### config.mk
export PLATFORM = sky130hd
export DESIGN_NAME = hard_clip_region_detector
export DESIGN_NICKNAME = d
export VERILOG_FILES = /design/src/hdl/hcrd_pkg.sv /design/src/hdl/hard_clip_region_detector.sv
export SDC_FILE = /design/constraint.sdc
export NUM_CORES = 1
export LEC_CHECK = 0
export ABC_CLOCK_PERIOD_IN_PS = 16710
export BUFFER_PORTS_ARGS = -buffer_cell sky130_fd_sc_hd__buf_2
export CORE_MARGIN = 2
export CORE_UTILIZATION = 50
export CTS_CLUSTER_DIAMETER = 100
export DETAILED_ROUTE_END_ITERATION = 6
export GPL_TIMING_DRIVEN = 0
export PLACE_DENSITY_LB_ADDON = 0.3
export SLEW_MARGIN = 20
export SYNTH_ARGS = -nofsm -noshare
export SYNTH_HDL_FRONTEND = slang
export SYNTH_SLANG_ARGS = --single-unit
### constraint.sdc
create_clock -name clk_i -period 16.71 [get_ports clk_i]
set_input_delay 2.5065 -clock clk_i [delete_from_list [all_inputs] [get_ports clk_i]]
set_output_delay 2.5065 -clock clk_i [all_outputs]
set_load 0.02 [all_outputs]
### src/hdl/hcrd_pkg.sv
// Shared types, constants and helper functions of the hard-clip region detector.
package hcrd_pkg;

  localparam int unsigned SampleBitsDef = 16;
  localparam int unsigned MaxSamples    = 1048576;
  localparam int unsigned IdxW          = 20;
  localparam int unsigned CntW          = 21;
  localparam int unsigned ThrW          = 16;
  localparam int unsigned LenCfgW       = 8;
  localparam int unsigned ApbAddrW      = 4;
  localparam int unsigned ApbDataW      = 32;
  localparam int unsigned QueueDepth    = 4;
  localparam int unsigned MaxResults    = 3;

  localparam logic [IdxW-1:0] IdxLast =
    (MaxSamples > (1 << IdxW)) ? {IdxW{1'b1}} : IdxW'(MaxSamples - 1);
  localparam logic [CntW-1:0] CountMax = {CntW{1'b1}};

  localparam logic [ThrW-1:0]    ThresholdRst = 16'd32440;
  localparam logic [LenCfgW-1:0] MinRunRst    = 8'd1;
  localparam logic [LenCfgW-1:0] MergeGapRst  = 8'd0;

  localparam logic [CntW-1:0] SevMildMax     = 21'd4;
  localparam logic [CntW-1:0] SevModerateMax = 21'd16;
  localparam logic [CntW-1:0] SevSevereMax   = 21'd64;

  typedef enum logic [1:0] {
    RegThreshold = 2'd0,
    RegMinRun    = 2'd1,
    RegMergeGap  = 2'd2
  } reg_idx_e;

  typedef enum logic [1:0] {
    SevMild     = 2'd0,
    SevModerate = 2'd1,
    SevSevere   = 2'd2,
    SevCritical = 2'd3
  } severity_e;

  typedef enum logic {
    KindRegion  = 1'b0,
    KindSummary = 1'b1
  } kind_e;

  typedef struct packed {
    kind_e           kind;
    logic [IdxW-1:0] start_index;
    logic [IdxW-1:0] end_index;
    logic            negative;
    severity_e       severity;
    logic [CntW-1:0] clipped_total;
    logic            final_res;
  } res_t;

  function automatic logic [CntW-1:0] region_len(input logic [IdxW-1:0] first,
                                                 input logic [IdxW-1:0] last);
    region_len = CntW'(last - first) + CntW'(1);
  endfunction

  function automatic severity_e sev_class(input logic [CntW-1:0] len);
    if (len <= SevMildMax) begin
      sev_class = SevMild;
    end else if (len <= SevModerateMax) begin
      sev_class = SevModerate;
    end else if (len <= SevSevereMax) begin
      sev_class = SevSevere;
    end else begin
      sev_class = SevCritical;
    end
  endfunction

  function automatic logic [CntW-1:0] add_sat(input logic [CntW-1:0] a,
                                              input logic [CntW-1:0] b);
    logic [CntW:0] sum;
    sum = {1'b0, a} + {1'b0, b};
    add_sat = sum[CntW] ? CountMax : sum[CntW-1:0];
  endfunction

  function automatic res_t make_region(input logic [IdxW-1:0] first,
                                       input logic [IdxW-1:0] last,
                                       input logic            neg);
    res_t r;
    r               = '0;
    r.kind          = KindRegion;
    r.start_index   = first;
    r.end_index     = last;
    r.negative      = neg;
    r.severity      = sev_class(region_len(first, last));
    r.clipped_total = '0;
    r.final_res     = 1'b0;
    make_region = r;
  endfunction

  function automatic res_t make_summary(input logic [CntW-1:0] total);
    res_t r;
    r               = '0;
    r.kind          = KindSummary;
    r.severity      = SevMild;
    r.clipped_total = total;
    r.final_res     = 1'b1;
    make_summary = r;
  endfunction

endpackage

### src/hdl/hard_clip_region_detector.sv
// Hard-clip region detector: sample register, run and region tracking, result queue.
// Each accepted request is held in the input register until the result queue holds at
// most one entry, then its results are written into the queue, whose head drives outputs.
// Throughput: one request per cycle while each yields at most one result and the output
// keeps pace; end of buffer yields up to three results, sent one per cycle as taken;
// a held request drops input ready while the four-entry queue has under three free slots.
// Reset: asynchronous, active low; clears all tracking state and the queue, and returns
// the registers to threshold 32440, minimum run 1, merge gap 0.
module hard_clip_region_detector
  import hcrd_pkg::*;
#(
  parameter int unsigned SAMPLE_BITS = SampleBitsDef
) (
  input  logic                   clk_i,
  input  logic                   rst_ni,
  input  logic                   in_valid_i,
  output logic                   in_ready_o,
  input  logic [SAMPLE_BITS-1:0] sample_i,
  input  logic                   end_of_buffer_i,
  output logic                   out_valid_o,
  input  logic                   out_ready_i,
  output logic                   kind_o,
  output logic [IdxW-1:0]        start_index_o,
  output logic [IdxW-1:0]        end_index_o,
  output logic                   negative_o,
  output logic [1:0]             severity_o,
  output logic [CntW-1:0]        clipped_total_o,
  output logic                   final_res_o,
  input  logic                   psel,
  input  logic                   penable,
  input  logic                   pwrite,
  input  logic [ApbAddrW-1:0]    paddr,
  input  logic [ApbDataW-1:0]    pwdata,
  output logic [ApbDataW-1:0]    prdata,
  output logic                   pready
);

  localparam int unsigned CmpW  = (SAMPLE_BITS > ThrW) ? SAMPLE_BITS : ThrW;
  localparam int unsigned QIdxW = $clog2(QueueDepth);
  localparam int unsigned QCntW = $clog2(QueueDepth + 1);
  localparam int unsigned NewW  = $clog2(MaxResults + 1);

  logic [ThrW-1:0]    thr_q;
  logic [LenCfgW-1:0] min_run_q;
  logic [LenCfgW-1:0] gap_q;
  reg_idx_e           reg_idx;
  logic               cfg_wr;

  logic [SAMPLE_BITS-1:0] smp_q;
  logic                   eob_q;
  logic                   in_vld_q;
  logic                   fire;

  logic [IdxW-1:0] sidx_q, sidx_d;
  logic            in_run_q, in_run_d;
  logic [IdxW-1:0] run_start_q, run_start_d;
  logic            run_neg_q, run_neg_d;
  logic            pend_vld_q, pend_vld_d;
  logic [IdxW-1:0] pend_start_q, pend_start_d;
  logic [IdxW-1:0] pend_end_q, pend_end_d;
  logic            pend_neg_q, pend_neg_d;
  logic [CntW-1:0] count_q, count_d;

  res_t            new_res [MaxResults+1];
  logic [NewW-1:0] n_new;

  res_t             q_q [QueueDepth];
  res_t             q_d [QueueDepth];
  logic [QCntW-1:0] qcnt_q, qcnt_d;
  logic             pop;

  // Configuration port
  assign pready  = 1'b1;
  assign reg_idx = reg_idx_e'(paddr[ApbAddrW-1:2]);
  assign cfg_wr  = psel && penable && pwrite;

  always_ff @(posedge clk_i or negedge rst_ni) begin
    if (!rst_ni) begin
      thr_q     <= ThresholdRst;
      min_run_q <= MinRunRst;
      gap_q     <= MergeGapRst;
    end else if (cfg_wr) begin
      unique case (reg_idx)
        RegThreshold: thr_q     <= pwdata[ThrW-1:0];
        RegMinRun:    min_run_q <= pwdata[LenCfgW-1:0];
        RegMergeGap:  gap_q     <= pwdata[LenCfgW-1:0];
        default: ;
      endcase
    end
  end

  always_comb begin
    unique case (reg_idx)
      RegThreshold: prdata = ApbDataW'(thr_q);
      RegMinRun:    prdata = ApbDataW'(min_run_q);
      RegMergeGap:  prdata = ApbDataW'(gap_q);
      default:      prdata = '0;
    endcase
  end

  // Input register
  assign fire       = in_vld_q && (qcnt_q <= QCntW'(QueueDepth - MaxResults));
  assign in_ready_o = !in_vld_q || fire;

  always_ff @(posedge clk_i or negedge rst_ni) begin
    if (!rst_ni) begin
      in_vld_q <= 1'b0;
    end else if (in_ready_o) begin
      in_vld_q <= in_valid_i;
    end
  end

  always_ff @(posedge clk_i) begin
    if (in_valid_i && in_ready_o) begin
      smp_q <= sample_i;
      eob_q <= end_of_buffer_i;
    end
  end

  // Run and region tracking
  always_comb begin
    logic                   neg;
    logic [SAMPLE_BITS-1:0] mag;
    logic                   clipped;
    logic [IdxW-1:0]        idx_prev;
    logic                   close_en;
    logic [IdxW-1:0]        rs;
    logic                   rneg;
    logic [IdxW-1:0]        cend;
    logic [CntW-1:0]        run_len;
    logic                   keep;
    logic                   merge;
    logic                   emit_a;
    logic                   emit_b;
    logic                   pv1;
    logic [IdxW-1:0]        ps1;
    logic [IdxW-1:0]        pe1;
    logic                   pn1;
    logic [CntW-1:0]        cnt1;
    logic [CntW-1:0]        cnt2;
    res_t                   res_a;
    res_t                   res_b;
    res_t                   res_s;

    neg      = smp_q[SAMPLE_BITS-1];
    mag      = neg ? SAMPLE_BITS'(~smp_q + 1'b1) : smp_q;
    clipped  = CmpW'(mag) >= CmpW'(thr_q);
    idx_prev = (sidx_q != '0) ? sidx_q - IdxW'(1) : '0;

    close_en = (in_run_q && !clipped) || (eob_q && (in_run_q || clipped));
    rs       = in_run_q ? run_start_q : sidx_q;
    rneg     = in_run_q ? run_neg_q : neg;
    cend     = clipped ? sidx_q : idx_prev;
    if (cend < rs) begin
      cend = rs;
    end
    run_len = region_len(rs, cend);
    keep    = close_en && (run_len >= CntW'(min_run_q));
    merge   = pend_vld_q &&
              (CntW'(rs) <= CntW'(pend_end_q) + CntW'(1) + CntW'(gap_q));

    emit_a = keep && !merge && pend_vld_q;
    res_a  = make_region(pend_start_q, pend_end_q, pend_neg_q);
    cnt1   = emit_a ? add_sat(count_q, region_len(pend_start_q, pend_end_q)) : count_q;

    pv1 = pend_vld_q;
    ps1 = pend_start_q;
    pe1 = pend_end_q;
    pn1 = pend_neg_q;
    if (keep) begin
      if (merge) begin
        if (cend > pend_end_q) begin
          pe1 = cend;
        end
      end else begin
        pv1 = 1'b1;
        ps1 = rs;
        pe1 = cend;
        pn1 = rneg;
      end
    end

    emit_b = eob_q && pv1;
    res_b  = make_region(ps1, pe1, pn1);
    cnt2   = emit_b ? add_sat(cnt1, region_len(ps1, pe1)) : cnt1;
    res_s  = make_summary(cnt2);

    new_res[0]          = emit_a ? res_a : (emit_b ? res_b : res_s);
    new_res[1]          = (emit_a && emit_b) ? res_b : res_s;
    new_res[2]          = res_s;
    new_res[MaxResults] = '0;
    n_new = NewW'(emit_a) + NewW'(emit_b) + NewW'(eob_q);

    if (eob_q) begin
      sidx_d       = '0;
      in_run_d     = 1'b0;
      run_start_d  = '0;
      run_neg_d    = 1'b0;
      pend_vld_d   = 1'b0;
      pend_start_d = '0;
      pend_end_d   = '0;
      pend_neg_d   = 1'b0;
      count_d      = '0;
    end else begin
      sidx_d       = (sidx_q < IdxLast) ? sidx_q + IdxW'(1) : sidx_q;
      in_run_d     = clipped;
      run_start_d  = (clipped && !in_run_q) ? sidx_q : run_start_q;
      run_neg_d    = (clipped && !in_run_q) ? neg : run_neg_q;
      pend_vld_d   = pv1;
      pend_start_d = ps1;
      pend_end_d   = pe1;
      pend_neg_d   = pn1;
      count_d      = cnt1;
    end
  end

  always_ff @(posedge clk_i or negedge rst_ni) begin
    if (!rst_ni) begin
      sidx_q       <= '0;
      in_run_q     <= 1'b0;
      run_start_q  <= '0;
      run_neg_q    <= 1'b0;
      pend_vld_q   <= 1'b0;
      pend_start_q <= '0;
      pend_end_q   <= '0;
      pend_neg_q   <= 1'b0;
      count_q      <= '0;
    end else if (fire) begin
      sidx_q       <= sidx_d;
      in_run_q     <= in_run_d;
      run_start_q  <= run_start_d;
      run_neg_q    <= run_neg_d;
      pend_vld_q   <= pend_vld_d;
      pend_start_q <= pend_start_d;
      pend_end_q   <= pend_end_d;
      pend_neg_q   <= pend_neg_d;
      count_q      <= count_d;
    end
  end

  // Result queue, head at entry zero
  assign out_valid_o = (qcnt_q != '0);
  assign pop         = out_valid_o && out_ready_i;

  always_comb begin
    logic [QCntW-1:0] base;
    logic [QCntW-1:0] push_n;
    logic [QCntW-1:0] off;

    base   = qcnt_q - QCntW'(pop);
    push_n = fire ? QCntW'(n_new) : '0;
    for (int i = 0; i < QueueDepth; i++) begin
      off = QCntW'(i) - base;
      if (QCntW'(i) < base) begin
        q_d[i] = pop ? q_q[QIdxW'(i + 1)] : q_q[i];
      end else if (off < push_n) begin
        q_d[i] = new_res[off[NewW-1:0]];
      end else begin
        q_d[i] = q_q[i];
      end
    end
    qcnt_d = base + push_n;
  end

  always_ff @(posedge clk_i or negedge rst_ni) begin
    if (!rst_ni) begin
      qcnt_q <= '0;
    end else begin
      qcnt_q <= qcnt_d;
    end
  end

  always_ff @(posedge clk_i) begin
    q_q <= q_d;
  end

  assign kind_o          = q_q[0].kind;
  assign start_index_o   = q_q[0].start_index;
  assign end_index_o     = q_q[0].end_index;
  assign negative_o      = q_q[0].negative;
  assign severity_o      = q_q[0].severity;
  assign clipped_total_o = q_q[0].clipped_total;
  assign final_res_o     = q_q[0].final_res;

endmodule
==> impl_metrics.json <==
{
  "route.detailed.drc": 14,
  "hold_slack_ns": 0.506,
  "layout.nets": 3174,
  "start_util_pct": 50.3,
  "die_y_um": 223,
  "dieWidth_um": 223,
  "outcome": "finished, violations left",
  "drt-initial-drc-count": 1692,
  "synth_compound_area_share_pct": 21.6,
  "cts.clk_slew.worst_paths_ns": 0.06,
  "postRouteAntennaNets": 0,
  "root_buffer": "clkbuf_16",
  "yosys_warnings": 0,
  "relSlewSlack_pct": 15.7,
  "drv_slew": 0,
  "port_buffers": 125,
  "clkLatencyLatePin_ns": 0.58,
  "fin_crit_ns": 15.97,
  "synth_enable_flop_cells": 147,
  "syn_to_final_growth_pct": 13.8,
  "hpwlAfterDp_mm": 59.9,
  "worstMarginPinSlew_ns": 1.25,
  "syn_inst": 2645,
  "register_area_um2": 7960,
  "slowest_stage": "a2111oi_2",
  "core-area_um2": 47400,
  "yosysSeqAreaShare_pct": 33.3,
  "gr-total-overflow": 0,
  "num_rows": 80,
  "worst_path_most_repeated_cell": "ha_1",
  "clockBufferDepth": 3,
  "htreeDepth": 2,
  "violations": "DRC",
  "synthFlopType": "edfxtp_1",
  "place.gp.congestion": 0.976,
  "ys_types": 89,
  "vias_per_cell": 6.17,
  "critical_path_required_ns": 16.97,
  "critPathMaxFanout": 10,
  "setup_tns_ns": 0,
  "cp.arrival_ns": 16.23,
  "grt_pass1_vias": 21632,
  "vias": 21520,
  "synth-adder-area-share_pct": 14.3,
  "synth_top_family_by_area": "compound AO/OA/AOI/OAI gates",
  "grt_pass1_wl_mm": 117,
  "antenna_found_initial": 0,
  "max_freq_mhz": 62.6,
  "synth_mux_area_share_pct": 4.51,
  "setup_viol_count_final": 0,
  "ys_ff_latch": 288,
  "cp-start-kind": "flip-flop",
  "async_reset_ff_share_pct": 49.0,
  "track_usage_pct": 30.3,
  "worstSetupPathType": "reg2reg",
  "ioPinCount": 161,
  "finalHoldViolCount": 0,
  "critPathCaptureType": "flip-flop",
  "cts_tree": "done",
  "clock_sinks": 288,
  "synth-xor-area-share_pct": 4.77,
  "cap_violations": 0,
  "holdCritPathClass": "reg2reg",
  "numCtsBuffers": 36,
  "wl_per_cell_um": 21.9,
  "synth_simple_gate_area_share_pct": 14.1,
  "final_common_cell": "ha_1",
  "syn-cell-area_um2": 23900,
  "fin_crit_sh_pct": 95.5,
  "drive_gt1_share_pct": 15.6,
  "n_antenna_cell": 0,
  "grt_max_degree": 82,
  "multi_input_area_um2": 14500,
  "fillers": 4216,
  "crit_path_max_incr_delay_ns": 0.59,
  "final_cell_mix": "ha_1, nand2_1, nor2_1, o21ai_0, inv_1",
  "avgSynthCellArea_um2": 9.03,
  "drt_wl_total_mm": 76.4,
  "skew_ns": 0.0310,
  "dieArea_um2": 49500,
  "firstDrtPassIters": 7
}
-- timing repair --
action	CTS	global route
hold buffers	0	0
gates resized for setup	25	41
pin swaps	2	10
endpoints found under the setup margin	46	46
setup buffers	3	14
-- kinds of logic (layout without fill, tap and decap cells) --
group	after synthesis	after routing
AO/OA/AOI/OAI	771	771
flip-flops	288	288
multiplexers	100	100
other	2	17
AND/OR/NAND/NOR	708	708
adder cells (fa/ha/maj)	268	268
XOR/XNOR	130	130
buffers and inverters	378	592
-- critical path: cells and delay by family, from the launching register on --
kind                       cells  cell delay, ns
and+or+nand+nor               22            4.37
adders and majority gates      7            2.17
xor gates and xnor gates       3            0.73
muxes                          2            0.88
DFF                            1            0.43
buffers and inverters          6            1.20
AOI/OAI and AO/OA             25            5.82
-- cells in the mapped netlist (all sizes together) (42+ instances only) --
library cell | instances | area (µm²)
o21ai | 195 | 980
a22o | 56 | 490
clkbuf | 109 | 410
mux2 | 61 | 687
a21o | 58 | 435
o22ai | 51 | 319
nor3 | 49 | 250
nor2 | 204 | 766
a21oi | 127 | 654
xnor2 | 94 | 823
nand2 | 214 | 803
buf | 97 | 689
inv | 170 | 638
dfrtp | 130 | 3250
ha | 260 | 3250
edfxtp | 147 | 4410
nand3 | 42 | 210
-- metrics by stage --
stage / setup WS, ns / instance area, µm² / utilization [%] / cells
floorplan: 2.33 / 23900 / - / 2660
global placement: -1.91 / 25300 / 53.4 / 3400
detailed placement: -1.69 / 25600 / 53.9 / 3407
CTS: 0.0193 / 26900 / 56.8 / 3476
global route: -0.0231 / 27200 / 57.3 / 3489
finish: 0.744 / 27200 / 57.3 / 3489
-- sequential cells by signal (all words and copies together) (netlist names), 2 cells and up --
register and flops:
thr_q 16, start_index_o 20, sidx_q 20, min_run_q 8
smp_q 16, q_q 65, qcnt_q 3, run_start_q 20
pend_start_q 20, pend_end_q 20, end_index_o 20, severity_o 2
clipped_total_o 21, count_q 21, gap_q 8
-- layer usage --
layer | vias to the layer above | part of all wire, % | GRT usage, %
met5 | - | 0 | 0
met2 | 941 | 48 | 52.0
met4 | 0 | 7.0 | 19.0
met3 | 272 | 6.1 | 4.10
met1 | 10264 | 39 | 35.9
li1 | 10043 | - | -
-- worst paths after layout --
kind,endpoint,cells past startpoint,slack (ns),startpoint
min in group asynchronous,thr_q[8],1,1.86,rst_ni
hold / removal,run_start_q[7],1,0.51,run_start_q[7]
hold reg to reg,run_start_q[7],1,0.51,run_start_q[7]
max in group asynchronous,sidx_q[11],2,14.03,rst_ni
setup / recovery,q_q[137],65,0.74,smp_q[4]
setup reg to reg,q_q[137],65,0.74,smp_q[4]
-- layout make-up --
cell class / instances / share of cell area (%)
plain buffers: 205 / 4.16
clock buffers: 39 / 3.36
clock inverters: 27 / 1.16
inverters: 172 / 2.38
multi-input cells: 1994 / 53.3
flip-flops and latches: 288 / 29.3
well taps: 615 / 2.83
repair buffers: 149 / 3.52
Power is not shown: default switching activity piles up to over one toggle a cycle in this logic, so the estimate is an artifact.
